**config.mk**
```make
export PLATFORM = sky130hd
export DESIGN_NAME = fla_need
export DESIGN_NICKNAME = d
export VERILOG_FILES = /design/src/fla_pkg.sv /design/src/fla_need.sv
export SDC_FILE = /design/constraint.sdc
export NUM_CORES = 1
export LEC_CHECK = 0
export ABC_AREA = 1
export BUFFER_PORTS_ARGS = -buffer_cell sky130_fd_sc_hd__buf_4
export CAP_MARGIN = 20
export CORE_MARGIN = 3
export CORE_UTILIZATION = 55
export CTS_BUF_LIST = sky130_fd_sc_hd__clkbuf_4 sky130_fd_sc_hd__clkbuf_8
export CTS_CLUSTER_SIZE = 20
export DETAILED_ROUTE_END_ITERATION = 8
export PLACE_DENSITY_LB_ADDON = 0.25
export SLEW_MARGIN = 20
export SYNTH_ARGS = -nofsm -noshare
export SYNTH_HDL_FRONTEND = slang
export SYNTH_SLANG_ARGS = --single-unit
```
**constraint.sdc**
```tcl
create_clock -name i_clk -period 3.01 [get_ports i_clk]
set_clock_uncertainty 0.15 [all_clocks]
set_input_delay 0.1505 -clock i_clk [delete_from_list [all_inputs] [get_ports i_clk]]
set_output_delay 0.1505 -clock i_clk [all_outputs]
set_load 0.01 [all_outputs]
```
**src/fla_pkg.sv**
```systemverilog
package fla_pkg;

    localparam int ARENA_UNITS_DEF = 1024;
    localparam int UNIT_BYTES_DEF  = 8;

    localparam int REQ_W      = 13;
    localparam int BADDR_W    = 10;
    localparam int PADDR_W    = 10;
    localparam int NEED_W     = 15;
    localparam int IN_DATA_W  = 24;
    localparam int OUT_DATA_W = 16;

    localparam logic CMD_ALLOC   = 1'b0;
    localparam logic CMD_RELEASE = 1'b1;

    localparam logic ST_DONE     = 1'b0;
    localparam logic ST_NO_SPACE = 1'b1;

    typedef struct packed {
        logic next_en;
        logic size_en;
    } t_mem_we;

endpackage

```
**src/fla_need.sv**
```systemverilog
module fla_need
    import fla_pkg::*;
#(
    parameter int UNIT_BYTES = UNIT_BYTES_DEF
) (
    input  logic              i_clk,
    input  logic              i_load,
    input  logic [REQ_W-1:0]  i_bytes,
    output logic [NEED_W-1:0] o_need
);

    localparam int XW    = REQ_W + 1;
    localparam int SH    = 18;
    localparam int RECIP = (1 << SH) / UNIT_BYTES;

    logic [XW-1:0]     x;
    logic [31:0]       prod;
    logic [XW-1:0]     r_x;
    logic [XW-1:0]     r_q0;
    logic [31:0]       back;
    logic [31:0]       rem;
    logic [XW-1:0]     q;
    logic [NEED_W-1:0] r_need;

    assign x    = XW'(i_bytes) + XW'(UNIT_BYTES - 1);
    assign prod = 32'(x) * 32'(RECIP);

    always_ff @(posedge i_clk) begin
        if (i_load) begin
            r_x  <= x;
            r_q0 <= prod[SH+XW-1:SH];
        end
    end

    assign back = 32'(r_q0) * 32'(UNIT_BYTES);
    assign rem  = 32'(r_x) - back;
    assign q    = (rem >= 32'(UNIT_BYTES)) ? r_q0 + XW'(1) : r_q0;

    always_ff @(posedge i_clk) begin
        r_need <= NEED_W'(q) + NEED_W'(1);
    end

    assign o_need = r_need;

endmodule

```
==> summary.txt <==
====================================================================================
Result of the run                                                          completed
Max Clock Freq                                                               733 MHz
Setup-failing EPs final                                                            0
Count of buffering cells on the critical path with inverters included              2
Antenna Diode Count                                                                0
Depth of the CTS H-tree                                                            1
Data arrival time of the critical path                                       1280 ps
Yosys synthesis warning count                                                      0
Most frequently used cell type in the post-synthesis netlist            sky130_fd_sc_hd__nand2_1
Seq/Total Area, Yosys                                                          52.2%
Cell at the root of the clock tree                                      sky130_fd_sc_hd__clkbuf_4
Top-Level Pins                                                                    30
Top-area cell type share of the netlist area                                   30.2%
Slowest cell on the critical path                                       sky130_fd_sc_hd__dlygate4sd3_1
DRC marker count from the first detailed-route iteration                          10
Post-synthesis sequential element count                                           23
CP Data Required Time                                                        2930 ps
Most used flip-flop cell after synthesis                                sky130_fd_sc_hd__dfxtp_1
Via total after detailed routing                                                 907
Synth area leaders                                                      sky130_fd_sc_hd__edfxtp_1, sky130_fd_sc_hd__dfxtp_1, sky130_fd_sc_hd__nand2_1, sky130_fd_sc_hd__xor2_1, sky130_fd_sc_hd__inv_1
Critical setup path kind                                                      in2reg
Mapped Avg Cell Area                                                        8.68 µm²
First-pass DRT Iterations                                                          4
Cell area after layout                                                   0.00138 mm²
Min-delay worst type                                                          in2reg
GPL Wtd Cong                                                                   0.863
Cell repeated most along the worst path                                 sky130_fd_sc_hd__nand2_1
Total wire length                                                            1.77 mm
Buffers inserted during post-CTS setup optimization                                0
Number of antenna violations at the first check in global routing                  0
Fraction of the cycle the final worst path needs                               45.3%
Fraction of synthesis flops using an asynchronous set or reset pin                0%
Chip Width                                                                   50.6 µm
Post-synth EDFFs                                                                  11
Floorplan Core Area                                                      0.00180 mm²
Setup repair after global routing missed its margin                            false
Peak supply drop                                                              239 µV
DRC violation count after routing                                                  0
Pwr Density                                                               451 mW/mm²
Net count of the finished layout                                                 177
DP HPWL                                                                      1.47 mm
CP cell instances                                                       dlygate4sd3_1, buf_4, nand2_1, nor2_1, nand2_1, o21ai_0, nand2_1
Unique cell type count in the Yosys netlist                                       22
Area added between synthesis and finish                                        26.4%
Cell area after placement                                                0.00131 mm²
Reported max-cap violation count                                                   0
Critical path startpoint                                                  i_bytes[9]
Leak                                                                     0.000632 µW
Overall power consumption                                                     623 µW
Largest net degree at the start of global routing                                 14
Clock slew at reported path FFs                                               110 ps
Maximum root-to-sink buffer count                                                  2
Final number of max-transition violations                                          0
Number of input and output port buffers inserted                                  26
CTS tree                                                                         yes
Post-synthesis cell type with the largest combined area                 sky130_fd_sc_hd__edfxtp_1
Number of CTS-inserted buffers                                                     3
Slack of the critical path                                                   1650 ps
Insertion delay of the later-clocked pin in the worst-skew pair               300 ps
Vertical die dimension                                                       50.6 µm
Kind of start point of the critical path                                primary input
Final routed wire length divided by cell count                               9.57 µm
Floorplan die area                                                       0.00256 mm²
Gates resized, CTS repair                                                          0
Global-route wire length before repair                                       2.85 mm
Antenna violation net count after detailed routing                                 0
Cell count after synthesis                                                       126
Site Rows                                                                         15
Cell family contributing the most delay on the critical path            buffers and inverters
Placement Setup Slack                                                        1690 ps
Clock net sink count                                                              23
Number of filler cells placed in the layout                                      144
Delay of the slowest critical-path stage                                      530 ps
Highest fanout seen on the critical path                                           3
Number of global-route vias before repair                                        843
Starting utilization of the core area                                          60.7%
Drt via density                                                                 4.90
Reg-to-reg startpoint                                                         r_x[3]
Total global-route track usage                                                 14.9%
Time the worst path needs with I/O delays and setup                          1360 ps
Hold Path Origin                                                          i_bytes[5]
Crit. End Element                                                          flip-flop
Fraction of layout instances using a drive strength above 1                    25.0%
Post-CTS Hold Buffers                                                              5
Summed negative setup slack over all endpoints                                  0 ps
Overflow left after global routing                                                 0
Endpoints failing hold                                                             0
Most used standard cells in the synthesized netlist                     sky130_fd_sc_hd__nand2_1, sky130_fd_sc_hd__dfxtp_1, sky130_fd_sc_hd__inv_1
Synth Cell Area                                                          0.00109 mm²
====================================================================================
[kinds of logic after synthesis]
group                    after synthesis  synth area share, %
flip-flops                            23                 52.2
AO/OA/AOI/OAI                          5                 3.32
other                                  1                0.343
adder cells (fa/ha/maj)                1                 1.14
buffers and inverters                 16                 6.52
AND/OR/NAND/NOR                       71                 29.3
XOR/XNOR                               9                 7.21
[registers in the layout (all words and copies together) (netlist names)]
signal	flops
r_x	11
o_need	12
[through the flow]
step,hold slack [ps],utilization (%),cells
floorplan,113,-,128
global placement,287,72.4,176
detailed placement,291,72.4,176
CTS,5.83,76.7,185
global route,0.693,76.7,185
finish,23.3,76.7,185
[layer usage]
| metal | GRT usage (%) | wire length (µm) | vias to the layer above |
|---|---|---|---|
| met5 | 0 | 0 | - |
| met4 | 15.7 | 82 | 0 |
| met3 | 1.78 | 123 | 9 |
| met2 | 29.3 | 942 | 37 |
| met1 | 11.5 | 623 | 395 |
| li1 | - | - | 466 |
[worst register-to-register path, stage by stage, from the launching register on]
cell,delay (ps)
sky130_fd_sc_hd__edfxtp_1,470
sky130_fd_sc_hd__ha_1,300
sky130_fd_sc_hd__nand2_1,150
sky130_fd_sc_hd__nor2_1,60
sky130_fd_sc_hd__nand2_1,60
sky130_fd_sc_hd__nand2_1,50
[power breakdown]
part	internal (µW)	switching, µW	total [µW]
clock network	49.5	79.2	129
registers	361	17.8	379
logic	57.5	57.6	115
total	468	155	623
[cell usage in the layout, fill, tap and decap left out, drive strengths merged]
master and instances:
o21ai 3, dfxtp 12, nor2 15, xor2 7, buf 26, a21oi 2
nand3b 3, nand4 2, conb 3, nor3 3, inv 12, ha 1
xnor2 2, dlygate4sd3 5, and2 1, clkbuf 3, nand2 40, edfxtp 11
nand3 7, clkinv 2
[path summary, 6_finish.rpt]
path / end / slack [ps] / depth (start not counted)
hold / removal: r_x[5] / 20 / 2
setup / recovery: r_x[12] / 1650 / 7
setup reg to reg: o_need[8] / 1680 / 5
hold reg to reg: o_need[10] / 370 / 2
[final cells by class]
type / instances / area (µm²) / share of cell area [%]
clock inverter: 1 / 5.00 / 0.362
timing repair buffer: 31 / 245 / 17.7
inverter: 13 / 48.8 / 3.53
tap: 25 / 31.3 / 2.26
multi-input combinational: 89 / 459 / 33.2
sequential: 23 / 571 / 41.3
clock buffer: 3 / 22.5 / 1.63
(Power assumes the default switching activity.)
