<file path="src/fla_pkg.sv">
package fla_pkg;

    localparam int ARENA_UNITS_DEF = 1024;
    localparam int UNIT_BYTES_DEF  = 8;

    localparam int REQ_W      = 13;
    localparam int BADDR_W    = 10;
    localparam int PADDR_W    = 10;
    localparam int NEED_W     = 15;
    localparam int IN_DATA_W  = 24;
    localparam int OUT_DATA_W = 16;

    localparam logic CMD_ALLOC   = 1'b0;
    localparam logic CMD_RELEASE = 1'b1;

    localparam logic ST_DONE     = 1'b0;
    localparam logic ST_NO_SPACE = 1'b1;

    typedef struct packed {
        logic next_en;
        logic size_en;
    } t_mem_we;

endpackage

</file>
<file path="src/fla_ctrl.sv">
module fla_ctrl
    import fla_pkg::*;
#(
    parameter int ARENA_UNITS = ARENA_UNITS_DEF,
    localparam int IW = $clog2(ARENA_UNITS),
    localparam int AW = $clog2(ARENA_UNITS + 1)
) (
    input  logic               i_clk,
    input  logic               i_rst_n,
    input  logic               i_in_valid,
    output logic               o_in_ready,
    input  logic               i_cmd,
    input  logic [BADDR_W-1:0] i_block_addr,
    input  logic [NEED_W-1:0]  i_need,
    input  logic               i_res_ready,
    output logic               o_res_valid,
    output logic               o_res_status,
    output logic [PADDR_W-1:0] o_res_addr,
    output logic               o_rd_en,
    output logic [IW-1:0]      o_rd_addr,
    input  logic [AW-1:0]      i_rd_next,
    input  logic [AW-1:0]      i_rd_size,
    output logic [IW-1:0]      o_wr_addr,
    output t_mem_we            o_we,
    output logic [AW-1:0]      o_wr_next,
    output logic [AW-1:0]      o_wr_size
);

    localparam int KW = AW + 1;
    localparam int WALK_LIMIT = ARENA_UNITS + 2;
    localparam int SW = $clog2(WALK_LIMIT);
    localparam logic [AW-1:0] SENT = AW'(ARENA_UNITS);
    localparam logic [SW-1:0] STEP_LAST = SW'(WALK_LIMIT - 1);

    typedef enum logic [10:0] {
        S_INIT    = 11'b000_0000_0001,
        S_IDLE    = 11'b000_0000_0010,
        S_A_FIRST = 11'b000_0000_0100,
        S_A_CHK   = 11'b000_0000_1000,
        S_A_CARVE = 11'b000_0001_0000,
        S_R_WALK  = 11'b000_0010_0000,
        S_R_RDN   = 11'b000_0100_0000,
        S_R_W1    = 11'b000_1000_0000,
        S_R_W2    = 11'b001_0000_0000,
        S_DONE    = 11'b010_0000_0000,
        S_SPARE   = 11'b100_0000_0000
    } t_state;

    function automatic logic [KW-1:0] key_of(input logic [AW-1:0] x);
        key_of = (x < SENT) ? KW'(x) + KW'(1) : '0;
    endfunction

    function automatic logic [AW-1:0] norm_idx(input logic [KW-1:0] x);
        norm_idx = (x < KW'(ARENA_UNITS)) ? x[AW-1:0] : SENT;
    endfunction

    function automatic logic [PADDR_W-1:0] pay_addr(input logic [AW-1:0] x);
        logic [31:0] t;
        t = 32'(x) + 32'd1;
        pay_addr = t[PADDR_W-1:0];
    endfunction

    t_state             r_state, n_state;
    logic [AW-1:0]      r_p, n_p;
    logic [AW-1:0]      r_prev, n_prev;
    logic [AW-1:0]      r_n, n_n;
    logic [SW-1:0]      r_step, n_step;
    logic [AW-1:0]      r_rover, n_rover;
    logic [AW-1:0]      r_sent_next, n_sent_next;
    logic [AW-1:0]      r_psize, n_psize;
    logic [AW-1:0]      r_bp, n_bp;
    logic [AW-1:0]      r_bsize, n_bsize;
    logic [AW-1:0]      r_bnext, n_bnext;
    logic               r_res_status, n_res_status;
    logic [PADDR_W-1:0] r_res_addr, n_res_addr;
    logic               r_rd_sent, n_rd_sent;

    logic [AW-1:0]      node_next;
    logic [AW-1:0]      node_size;
    logic [AW-1:0]      rd_full;
    logic [AW-1:0]      wr_full;
    logic               accept;
    logic               rel_ok;
    logic [31:0]        rel_bp32;

    assign node_next = r_rd_sent ? r_sent_next : i_rd_next;
    assign node_size = r_rd_sent ? '0 : i_rd_size;
    assign o_in_ready = (r_state == S_IDLE);
    assign accept = i_in_valid && o_in_ready;
    assign rel_bp32 = 32'(i_block_addr) - 32'd1;
    assign rel_ok = (i_block_addr != '0) && (rel_bp32 < 32'(ARENA_UNITS));
    assign o_rd_addr = rd_full[IW-1:0];
    assign o_wr_addr = wr_full[IW-1:0];

    always_comb begin
        logic [KW-1:0] kp;
        logic [KW-1:0] kn;
        logic [KW-1:0] kb;
        logic [KW-1:0] sum;
        logic [31:0]   sz32;
        logic [31:0]   need32;
        n_state      = r_state;
        n_p          = r_p;
        n_prev       = r_prev;
        n_n          = r_n;
        n_step       = r_step;
        n_rover      = r_rover;
        n_sent_next  = r_sent_next;
        n_psize      = r_psize;
        n_bp         = r_bp;
        n_bsize      = r_bsize;
        n_bnext      = r_bnext;
        n_res_status = r_res_status;
        n_res_addr   = r_res_addr;
        n_rd_sent    = r_rd_sent;
        o_rd_en      = 1'b0;
        rd_full      = '0;
        o_we         = '0;
        wr_full      = '0;
        o_wr_next    = '0;
        o_wr_size    = '0;
        o_res_valid  = 1'b0;
        kp = key_of(r_p);
        kn = key_of(node_next);
        kb = key_of(r_bp);
        sum = '0;
        sz32 = 32'(node_size);
        need32 = 32'(i_need);
        unique case (r_state)
            S_INIT: begin
                o_we      = '{next_en: 1'b1, size_en: 1'b1};
                wr_full   = '0;
                o_wr_next = SENT;
                o_wr_size = SENT;
                n_state   = S_IDLE;
            end
            S_IDLE: begin
                if (accept) begin
                    n_step    = '0;
                    n_p       = r_rover;
                    o_rd_en   = 1'b1;
                    rd_full   = r_rover;
                    n_rd_sent = (r_rover >= SENT);
                    if (i_cmd == CMD_ALLOC) begin
                        n_state = S_A_FIRST;
                    end else if (rel_ok) begin
                        n_bp    = rel_bp32[AW-1:0];
                        n_state = S_R_WALK;
                    end else begin
                        n_res_status = ST_DONE;
                        n_res_addr   = '0;
                        n_state      = S_DONE;
                    end
                end
            end
            S_A_FIRST: begin
                n_prev    = r_rover;
                n_p       = node_next;
                o_rd_en   = 1'b1;
                rd_full   = node_next;
                n_rd_sent = (node_next >= SENT);
                n_state   = S_A_CHK;
            end
            S_A_CHK: begin
                if (sz32 >= need32) begin
                    n_rover = r_prev;
                    n_res_status = ST_DONE;
                    if (sz32 == need32) begin
                        if (r_prev < SENT) begin
                            o_we.next_en = 1'b1;
                            wr_full      = r_prev;
                            o_wr_next    = norm_idx(KW'(node_next));
                        end else begin
                            n_sent_next = norm_idx(KW'(node_next));
                        end
                        n_res_addr = pay_addr(r_p);
                        n_state    = S_DONE;
                    end else begin
                        o_we.size_en = 1'b1;
                        wr_full      = r_p;
                        o_wr_size    = AW'(sz32 - need32);
                        sum          = KW'(r_p) + KW'(AW'(sz32 - need32));
                        n_p          = norm_idx(sum);
                        n_state      = S_A_CARVE;
                    end
                end else if (r_p == r_rover || r_step == STEP_LAST) begin
                    n_res_status = ST_NO_SPACE;
                    n_res_addr   = '0;
                    n_state      = S_DONE;
                end else begin
                    n_prev    = r_p;
                    n_p       = node_next;
                    n_step    = r_step + SW'(1);
                    o_rd_en   = 1'b1;
                    rd_full   = node_next;
                    n_rd_sent = (node_next >= SENT);
                end
            end
            S_A_CARVE: begin
                if (r_p < SENT) begin
                    o_we.size_en = 1'b1;
                    wr_full      = r_p;
                    o_wr_size    = AW'(i_need);
                end
                n_res_addr = pay_addr(r_p);
                n_state    = S_DONE;
            end
            S_R_WALK: begin
                if ((kb > kp && kb < kn) || (kp >= kn && (kb > kp || kb < kn))) begin
                    n_n       = node_next;
                    n_psize   = node_size;
                    o_rd_en   = 1'b1;
                    rd_full   = r_bp;
                    n_rd_sent = 1'b0;
                    n_state   = S_R_RDN;
                end else if (r_step == STEP_LAST) begin
                    n_res_status = ST_DONE;
                    n_res_addr   = '0;
                    n_state      = S_DONE;
                end else begin
                    n_p       = node_next;
                    n_step    = r_step + SW'(1);
                    o_rd_en   = 1'b1;
                    rd_full   = node_next;
                    n_rd_sent = (node_next >= SENT);
                end
            end
            S_R_RDN: begin
                n_bsize   = i_rd_size;
                o_rd_en   = 1'b1;
                rd_full   = r_n;
                n_rd_sent = (r_n >= SENT);
                n_state   = S_R_W1;
            end
            S_R_W1: begin
                sum     = KW'(r_bp) + KW'(r_bsize);
                wr_full = r_bp;
                o_we.next_en = 1'b1;
                if (r_n < SENT && sum == KW'(r_n)) begin
                    o_we.size_en = 1'b1;
                    o_wr_size    = r_bsize + node_size;
                    o_wr_next    = norm_idx(KW'(node_next));
                    n_bsize      = r_bsize + node_size;
                    n_bnext      = norm_idx(KW'(node_next));
                end else begin
                    o_wr_next = r_n;
                    n_bnext   = r_n;
                end
                n_state = S_R_W2;
            end
            S_R_W2: begin
                sum     = KW'(r_p) + KW'(r_psize);
                wr_full = r_p;
                if (r_p < SENT && sum == KW'(r_bp)) begin
                    o_we      = '{next_en: 1'b1, size_en: 1'b1};
                    o_wr_size = r_psize + r_bsize;
                    o_wr_next = r_bnext;
                end else if (r_p < SENT) begin
                    o_we.next_en = 1'b1;
                    o_wr_next    = r_bp;
                end else begin
                    n_sent_next = r_bp;
                end
                n_rover      = r_p;
                n_res_status = ST_DONE;
                n_res_addr   = '0;
                n_state      = S_DONE;
            end
            S_DONE: begin
                if (i_res_ready) begin
                    o_res_valid = 1'b1;
                    n_state     = S_IDLE;
                end
            end
            default: begin
                n_state = S_IDLE;
            end
        endcase
    end

    always_ff @(posedge i_clk) begin
        if (!i_rst_n) begin
            r_state     <= S_INIT;
            r_step      <= '0;
            r_rover     <= SENT;
            r_sent_next <= '0;
            r_rd_sent   <= 1'b0;
        end else begin
            r_state     <= n_state;
            r_step      <= n_step;
            r_rover     <= n_rover;
            r_sent_next <= n_sent_next;
            r_rd_sent   <= n_rd_sent;
        end
    end

    always_ff @(posedge i_clk) begin
        r_p          <= n_p;
        r_prev       <= n_prev;
        r_n          <= n_n;
        r_psize      <= n_psize;
        r_bp         <= n_bp;
        r_bsize      <= n_bsize;
        r_bnext      <= n_bnext;
        r_res_status <= n_res_status;
        r_res_addr   <= n_res_addr;
    end

    assign o_res_status = r_res_status;
    assign o_res_addr   = r_res_addr;

    a_no_rd_wr_overlap: assert property (@(posedge i_clk) disable iff (!i_rst_n)
        !(o_rd_en && (o_we.next_en || o_we.size_en)))
        else $error("memory read and write in the same cycle");

    a_step_bound: assert property (@(posedge i_clk) disable iff (!i_rst_n)
        32'(r_step) < WALK_LIMIT)
        else $error("walk step counter out of range");

    a_write_states: assert property (@(posedge i_clk) disable iff (!i_rst_n)
        (o_we.next_en || o_we.size_en) |->
            (r_state == S_INIT || r_state == S_A_CHK || r_state == S_A_CARVE ||
             r_state == S_R_W1 || r_state == S_R_W2))
        else $error("memory write outside an update state");

    a_carve_order: assert property (@(posedge i_clk) disable iff (!i_rst_n)
        (r_state == S_A_CARVE) |-> $past(r_state == S_A_CHK))
        else $error("carve without a fit check");

    a_res_idle: assert property (@(posedge i_clk) disable iff (!i_rst_n)
        o_res_valid |=> (r_state == S_IDLE))
        else $error("result issued without return to idle");

endmodule

</file>
<file path="config.mk">
export PLATFORM = sky130hd
export DESIGN_NAME = fla_ctrl
export DESIGN_NICKNAME = d
export VERILOG_FILES = /design/src/fla_pkg.sv /design/src/fla_ctrl.sv
export SDC_FILE = /design/constraint.sdc
export NUM_CORES = 1
export LEC_CHECK = 0
export BUFFER_PORTS_ARGS = -buffer_cell sky130_fd_sc_hd__buf_2
export CAP_MARGIN = 15
export CELL_PAD_IN_SITES_DETAIL_PLACEMENT = 0
export CELL_PAD_IN_SITES_GLOBAL_PLACEMENT = 1
export CORE_MARGIN = 4
export CORE_UTILIZATION = 35
export DETAILED_ROUTE_END_ITERATION = 12
export GPL_ROUTABILITY_DRIVEN = 0
export PLACE_DENSITY_LB_ADDON = 0.1
export SLEW_MARGIN = 20
export SYNTH_ARGS = -nofsm -noshare
export SYNTH_HDL_FRONTEND = slang
export SYNTH_SLANG_ARGS = --single-unit
</file>
<file path="constraint.sdc">
create_clock -name i_clk -period 7.55 [get_ports i_clk]
set_input_delay 0.3775 -clock i_clk [delete_from_list [all_inputs] [get_ports i_clk]]
set_output_delay 0.3775 -clock i_clk [all_outputs]
set_load 0.005 [all_outputs]
</file>
==> metrics.cfg, run 1 <==
[outcome]
run_status = completed

[critical_path]
crit_path_end_kind = primary output
crit_buf_inv = 5
path_class = reg2out
cpPeakStageDelay_ps = 510
critPathArrivalTime_ps = 5600
rr_endpoint = r_p[9]
cp_slowest_cell = dfxtp_2
r2r_cells = 17
path_common_cell = inv_1
path_max_fanout = 31
r2r_slack_ps = 1980
startpoint_type = register
crit_required_ps = 7170
path_cells = buf_4 > mux2i_1 > inv_1 > ha_1 > nand4_1 > a211oi_1 > mux2_4 > inv_1 > ha_1 > a21o_1 > a2111oi_0 > o31ai_1 > a21oi_1 > inv_1 > nand2b_2 > a21o_1 > a21oi_2 > o211ai_1 > buf_2
crit_family = compound AO/OA/AOI/OAI gates
timing.rr.start = r_rd_sent

[detailed_routing]
routedWlPerCell_um = 23.19
drtIter0Drc = 1016
drtPass1Iterations = 5
ant_nets = 0
drc = 0
vias_per_cell = 5.773
routed_wl_um = 44560
vias = 11096

[floorplan]
num_io_pins = 110
start_util = 0.3545
die_h_um = 192.1
die_area_um2 = 36890
core_area_um2 = 33450
die_w_um = 192.1
row_count = 67

[synth]
ys_types = 83
async_reset_ff_frac = 0
syn-cell-area_um2 = 11860
avgSynthCellArea_um2 = 8.606
ys_top_cells_by_area = edfxtp_1 22%, ha_1 11%, dfxtp_1 7.4%, xnor2_1 4.9%, nand2_1 4.4%
synth_most_common_cell = nand2_1
yosys_warnings = 0
synth_seq_cells = 132
synth-main-ff-cell = edfxtp_1
synth_commonest_cells = 138 x nand2_1, 101 x ha_1, 95 x nor2_1
synth_enable_flop_cells = 88
synth-seq-area-share = 0.2971
yosysTopAreaCellShare = 0.2228
synthesis.instances = 1378
synth.largest_area_cell = edfxtp_1

[placed_design]
dp_hpwl_um = 34390
placed_area_um2 = 12890
port_buffers = 109
dp_cells = 1890

[cells_and_area]
fill_cells = 3407
fin_util = 0.4026
area_delta_synth_final_pct = 13.56
n_antenna_cell = 0
design_area_um2 = 13470
final_cells = 1922
drive_gt1_frac = 0.1486
final_nets = 1619

[hold_path]
holdPathStages = 3
min_to = r_bsize[6]
min_path_type = in2reg
hp-start = i_rd_size[6]

[cts]
cts.clk_slew.worst_paths_ps = 70
cts_hold_buf = 0
cts-root-buf = clkbuf_16
h-tree-depth = 4
cts_max_path_buffers = 2
cts_resized = 0
clock_sinks = 132
cts_tree = built
cts_setup_buffers = 0
cts_made_buffers = 17
worstSkewPairLatency_ps = 450

[timing]
clock_skew_ps = 14.09
final-max-slew-violation-count = 0
max-slew-margin-rel = 0.2273
worstMarginPinSlew_ps = 1141
setup_viol = 0
rsz0062_at_grt = false
hold_viol = 0
period_minus_slack_ps = 5975
finalCritPeriodShare = 0.7914
fmax_mhz = 167.4
timing.setup.tns_ps = 0

[global_route]
grt_max_degree = 49
grt-ovfl-total = 0
gr-usage-all-layers = 0.2396
grt_pass1_wl_um = 66230
antenna_found_initial = 1
grt_pass1_vias = 10418

[pwr]
power_density_nw_per_um2 = 157.0
leakage_nw = 5.432
ir_worst_vdd_uv = 175.7
power_mw = 2.115

[job]
max_cap_viol_count = 0

## through the flow
step / hold slack (ps) / setup WS, ps
3_5_place_dp: 473.3 / 1746
4_1_cts: 199.3 / 1632
5_1_grt: 204.3 / 1345
3_3_place_gp: 460.3 / 1909
6_report: 218.7 / 1575
2_1_floorplan: 438.6 / 2082
## cells in the final DEF (no fill, tap or decap), types with 22 or more instances in the layout
cell,instances
a21o_1,35
a21oi_1,61
a22oi_1,41
a311oi_1,22
buf_2,109
buf_4,25
dfxtp_1,43
edfxtp_1,88
ha_1,101
inv_1,64
nand2_1,138
nand3_1,46
nor2_1,95
nor2b_1,23
nor3_1,27
o21ai_0,63
xnor2_1,66
xor2_1,42
## worst min-delay path, stage by stage
cell     delay (ps)
buf_2            90
nand2_1          40
nand2_1          50
## worst max-delay path by stage
stage / startpoint / endpoint / cells after the start
CTS: r_rd_sent / o_rd_addr[3] / 19
floorplan: r_rd_sent / r_p[0] / 19
detailed placement: r_rd_sent / r_p[8] / 18
global placement: r_rd_sent / r_p[7] / 18
global route: r_rd_sent / o_rd_addr[3] / 19
finish: r_rd_sent / o_rd_addr[3] / 19
## per-layer routing
metal,vias to the layer above,global-route usage,routed length [µm]
li1,5309,-,-
met4,0,0.06884,1132
met2,380,0.3695,19700
met5,-,0,0
met1,5350,0.3421,21020
met3,57,0.04526,2717
## power by group
part,internal (mW),switching (mW)
Clock,0.461,0.381
Sequential,0.782,0.0258
Combinational,0.181,0.283
Total,1.43,0.689
## state kept, by name (all words and copies together) (netlist names), 10 cells and up
signal       flops
o_res_addr      10
r_bnext         11
r_bp            11
r_bsize         11
r_n             11
r_p             11
r_prev          11
r_psize         11
r_rover         11
r_sent_next     11
r_state         10
r_step          11
## cells by family after synthesis
logic type | share of synthesized area
other | 0.0006333
multiplexers | 0.02922
flip-flops | 0.2971
buffers and inverters | 0.04663
XOR/XNOR | 0.07976
AO/OA/AOI/OAI | 0.2133
adder cells (fa/ha/maj) | 0.1160
AND/OR/NAND/NOR | 0.2173
## final cells by class
class / count / area (µm²) / share of cell area
Multi-Input combinational cell: 1111 / 7833 / 0.5816
Tap cell: 448 / 560.5 / 0.04162
Clock buffer: 17 / 425.4 / 0.03159
Sequential cell: 132 / 3525 / 0.2617
Clock inverter: 15 / 146.4 / 0.01087
Timing Repair Buffer: 134 / 733.2 / 0.05445
Inverter: 65 / 244.0 / 0.01812
No activity file was read; power rests on OpenSTA's default activity.
==> run 2: changes to the inputs <==
clock period = 5.9 ns   (was 7.55 ns; I/O delays follow)
==> run 2 against run 1 <==
Compared with the run above:
- combinational power increased by 31%
- worst setup slack worse by 990 ps
- clock skew down 3.0 ps
- critical endpoint unchanged
==> metrics.cfg, run 2 (synthesized netlist as in run 1, its figures left out) <==
[outcome]
run_status = completed

[cells_and_area]
design_area_um2 = 13550
final_common_cell = nand2_1
n_antenna_cell = 0
drive_gt1_frac = 0.1561
final_cell_mix = 138 x nand2_1, 109 x buf_2, 101 x ha_1
final_nets = 1631
area_delta_synth_final_pct = 14.29

[detailed_routing]
vias_per_cell = 5.726
drtIter0Drc = 994
routed_wl_um = 45840
drtPass1Iterations = 5
ant_nets = 0
vias = 11075
routedWlPerCell_um = 23.70
drc = 0

[placed_design]
dp_hpwl_um = 35540
placed_area_um2 = 12980
port_buffers = 109

[global_route]
grt_pass1_vias = 11012
grt_pass1_wl_um = 68950
gr-usage-all-layers = 0.2487
grt_max_degree = 35
grt-ovfl-total = 0
antenna_found_initial = 0

[critical_path]
rr_endpoint = r_p[7]
timing.rr.start = r_rd_sent
path_class = reg2out
crit_path_end_kind = primary output
worstSetupStartpoint = r_rd_sent
path_max_fanout = 15
r2r_slack_ps = 1030
critPathCapture = o_rd_addr[3]
r2r_cells = 17
crit_required_ps = 5610
startpoint_type = register
critPathArrivalTime_ps = 5020

[timing]
hold_viol = 0
final-max-slew-violation-count = 0
period_minus_slack_ps = 5318
finalCritPeriodShare = 0.9013
clock_skew_ps = 11.08
fmax_mhz = 188.1
rsz0062_at_grt = false
timing.setup.tns_ps = 0
setup_viol = 0
max-slew-margin-rel = 0.2981
worstMarginPinSlew_ps = 1053

[floorplan]
row_count = 67
num_io_pins = 110
core_area_um2 = 33450
start_util = 0.3545
die_h_um = 192.1
die_w_um = 192.1
die_area_um2 = 36890

[pwr]
leakage_nw = 5.483
p_switching_uw = 882.4
power_density_nw_per_um2 = 199.9
p_clk_frac = 0.397
ir_worst_vdd_uv = 229.1
comb_power_share = 0.224
p_int_mw = 1.827
p_seq_frac = 0.379
switching_share = 0.3257

[cts]
cts_hold_buf = 0
cts_made_buffers = 17
worstSkewPairLatency_ps = 450
cts-root-buf = clkbuf_16
cts.clk_slew.worst_paths_ps = 70
cts_resized = 0
h-tree-depth = 4
cts_max_path_buffers = 2
clock_sinks = 132
cts_tree = built
cts_setup_buffers = 0

[hold_path]
hp-start = i_rd_size[6]
min_path_type = in2reg

[job]
max_cap_viol_count = 0

run 2: cell count changes in the layout (fill, tap and decap cells not counted):
cell / previous run / this run
nor3_1: 27 / 26
clkinv_4: 2 / 3
nor4_4: 1 / 0
nor4_2: 2 / 3
inv_8: 1 / 0
buf_4: 25 / 37
clkinvlp_4: 4 / 5
clkinv_2: 1 / 0
nor3_2: 2 / 3
run 2: layout make-up:
type                    instances  area [µm²]
clock inverters                15       146.4
repair buffers                146       823.3
flip-flops and latches        132        3525
fillers                      3437       19900
well taps                     448       560.5
inverters                      65       244.0
clock buffers                  17       425.4
multi-input cells            1111        7829
run 2: worst min path at each step:
stage	endpoint	cells after the start
after floorplan	r_step[10]	2
after global placement	r_step[10]	2
after detailed placement	r_step[10]	2
after CTS	r_bsize[6]	3
after global routing	r_bsize[6]	3
final	r_bsize[6]	3
run 2: power groups by stage:
stage               clock network, mW  registers [mW]  logic [mW]
global placement                    0            1.05       0.600
floorplan                           0            1.03       0.426
detailed placement                  0            1.05       0.600
CTS                              1.10            1.03       0.603
global route                     1.13            1.03       0.676
finish                           1.08            1.03       0.608
run 2: critical path: stages, from the launching register on:
cell and delay [ps]:
dfxtp_2 600, mux2i_1 230, nor3_1 410, nand2_1 140, or3_1 380, xnor2_1 140
nand2_1 90, ha_1 340, nand4_1 190, nor2_1 150, a31oi_1 110, maj3_2 340
o31ai_4 250, nand2b_2 210, a21o_1 250, a21oi_2 190, o211ai_1 370, buf_2 180
run 2: per-stage QoR:
step | power, mW | hold slack, ps | setup slack (ps) | util | instances
after CTS | 2.727 | 113.8 | 574.5 | 0.4050 | 1934
after detailed placement | 1.646 | 472.4 | 1082 | 0.3879 | 1902
after floorplan | 1.457 | 438.6 | 432.0 | - | 1382
after global placement | 1.646 | 465.2 | 1137 | 0.3878 | 1902
final | 2.710 | 132.0 | 582.4 | 0.4052 | 1934
after global routing | 2.838 | 141.4 | 172.4 | 0.4052 | 1934
run 2: layer usage:
| metal | wire [µm] | up-vias | GRT usage |
|---|---|---|---|
| li1 | - | 5324 | - |
| met1 | 21420 | 5357 | 0.3462 |
| met2 | 20560 | 341 | 0.3911 |
| met3 | 2747 | 53 | 0.04962 |
| met4 | 1126 | 0 | 0.07378 |
| met5 | 0 | - | 0 |
==> run 3: changes to the inputs <==
PLACE_DENSITY = 0.63   (was default)
PLACE_DENSITY_LB_ADDON = default   (was 0.1)
==> run 3 against run 2 <==
Compared with the run above:
- highest routed layer unchanged
- clock skew rose by 1.7 ps
- wire length decreased by 1.2%
- global-route usage down 0.60 points
- critical endpoint unchanged
- sequential power about the same
- combinational power down 0.7%
- die area is the same
- register-to-register slack lost 40 ps
- first-iteration DRC count grew 29%
- worst hold slack worse by 2.9 ps
- via count is 1.9% higher
==> metrics.cfg, run 3 (synthesized netlist as in run 1, its figures left out) <==
[critical_path]
startpoint_type = register
crit_family = compound AO/OA/AOI/OAI gates
path_common_cell = inv_1
cpPeakStageDelay_ps = 600
crit_required_ps = 5610
critPathArrivalTime_ps = 5200
path_class = reg2out
path_cells = mux2i_1 > inv_1 > ha_1 > nand4_1 > a211oi_1 > mux2_4 > inv_1 > ha_1 > a21o_1 > a2111oi_0 > o31ai_1 > a21oi_1 > inv_1 > nand2b_2 > a21o_1 > a21oi_2 > o211ai_1 > buf_2
cp_slowest_cell = dfxtp_2
crit_path_end_kind = primary output
crit_buf_inv = 4
path_max_fanout = 15

[timing]
final-max-slew-violation-count = 0
timing.setup.tns_ps = 0
setup_viol = 0
finalCritPeriodShare = 0.9310
max-slew-margin-rel = 0.3593
whs_ps = 129.1
fmax_mhz = 182.1
worstMarginPinSlew_ps = 952.3
clock_skew_ps = 12.73
rsz0062_at_grt = false
hold_viol = 0
period_minus_slack_ps = 5493

[global_route]
grt_pass1_vias = 10816
grt_pass1_wl_um = 67260
grt-ovfl-total = 0
grt_max_degree = 35
antenna_found_initial = 0
gr-usage-all-layers = 0.2427

[detailed_routing]
routedWlPerCell_um = 23.46
routed_wl_um = 45280
drc = 0
drtPass1Iterations = 5
drtIter0Drc = 1278
ant_nets = 0
vias = 11289
vias_per_cell = 5.849

[floorplan]
die_h_um = 192.1
die_area_um2 = 36890
num_io_pins = 110
core_area_um2 = 33450
row_count = 67
die_w_um = 192.1
start_util = 0.3545

[cells_and_area]
drive_gt1_frac = 0.1532
n_antenna_cell = 0
fin_util = 0.4046
fill_cells = 3434
final_nets = 1627
final_cell_mix = 138 x nand2_1, 109 x buf_2, 101 x ha_1
final_cells = 1930
final_common_cell = nand2_1
area_delta_synth_final_pct = 14.13

[cts]
cts_resized = 0
worstSkewPairLatency_ps = 450
cts_max_path_buffers = 2
cts.clk_slew.worst_paths_ps = 60
cts-root-buf = clkbuf_16
cts_hold_buf = 0
clock_sinks = 132
cts_tree = built
cts_setup_buffers = 0
h-tree-depth = 4
cts_made_buffers = 17

[pwr]
ir_worst_vdd_uv = 227.4
power_mw = 2.721
power_density_nw_per_um2 = 201.1
leakage_nw = 5.472

[placed_design]
port_buffers = 109
dp_hpwl_um = 35230
dp_cells = 1898

[outcome]
run_status = completed

[hold_path]
min_path_type = in2reg

[job]
max_cap_viol_count = 0

==> run 3: changes by cell type in the layout (fill, tap and decap cells not counted), sizes merged <==
cell | previous run | this run
bufinv | 1 | 2
clkinv | 3 | 7
inv | 71 | 68
clkinvlp | 5 | 3
buf | 146 | 142
==> run 3: per-stage QoR <==
stage                     setup slack (ps)  area (µm²)
after floorplan                      432.0       11870
after detailed placement             966.8       12940
final                                407.1       13530
after global routing                 35.04       13530
after CTS                            460.2       13520
after global placement                1083       12940
==> run 3: worst paths after layout <==
| path | start | endpoint | slack, ps | cells after the start |
|---|---|---|---|---|
| max | r_rd_sent | o_rd_addr[3] | 410 | 18 |
| min | i_rd_size[7] | r_bsize[7] | 130 | 3 |
| max reg2reg | r_rd_sent | r_p[5] | 990 | 17 |
| min reg2reg | r_step[10] | r_step[10] | 490 | 2 |
==> run 3: cell type report <==
| cell class | instances | area (µm²) | share of cell area |
|---|---|---|---|
| Clock inverter | 15 | 156.4 | 0.01156 |
| Clock buffer | 17 | 425.4 | 0.03143 |
| Sequential cell | 132 | 3525 | 0.2604 |
| Tap cell | 448 | 560.5 | 0.04142 |
| Inverter | 65 | 244.0 | 0.01803 |
| Multi-Input combinational cell | 1111 | 7830 | 0.5785 |
| Timing Repair Buffer | 142 | 793.3 | 0.05861 |
==> run 3: worst min-delay path, stage by stage <==
cell,delay [ps]
buf_2,90
nand2_1,40
nand2_1,50
==> run 3: per-layer routing <==
layer  up-vias  part of all wire  wire (µm)  track usage
met2       431              0.44      20120       0.3771
li1       5327                 -          -            -
met5         -                 0          0            0
met4         0             0.027       1215      0.07872
met3        67             0.062       2811      0.04417
met1      5464              0.47      21130       0.3415
==> run 3: power breakdown <==
part	switching, mW	internal [mW]	leakage [nW]
Clock	0.462	0.624	0.275
Combinational	0.369	0.235	4.04
Sequential	0.0294	1.00	1.15
Total	0.861	1.86	5.47
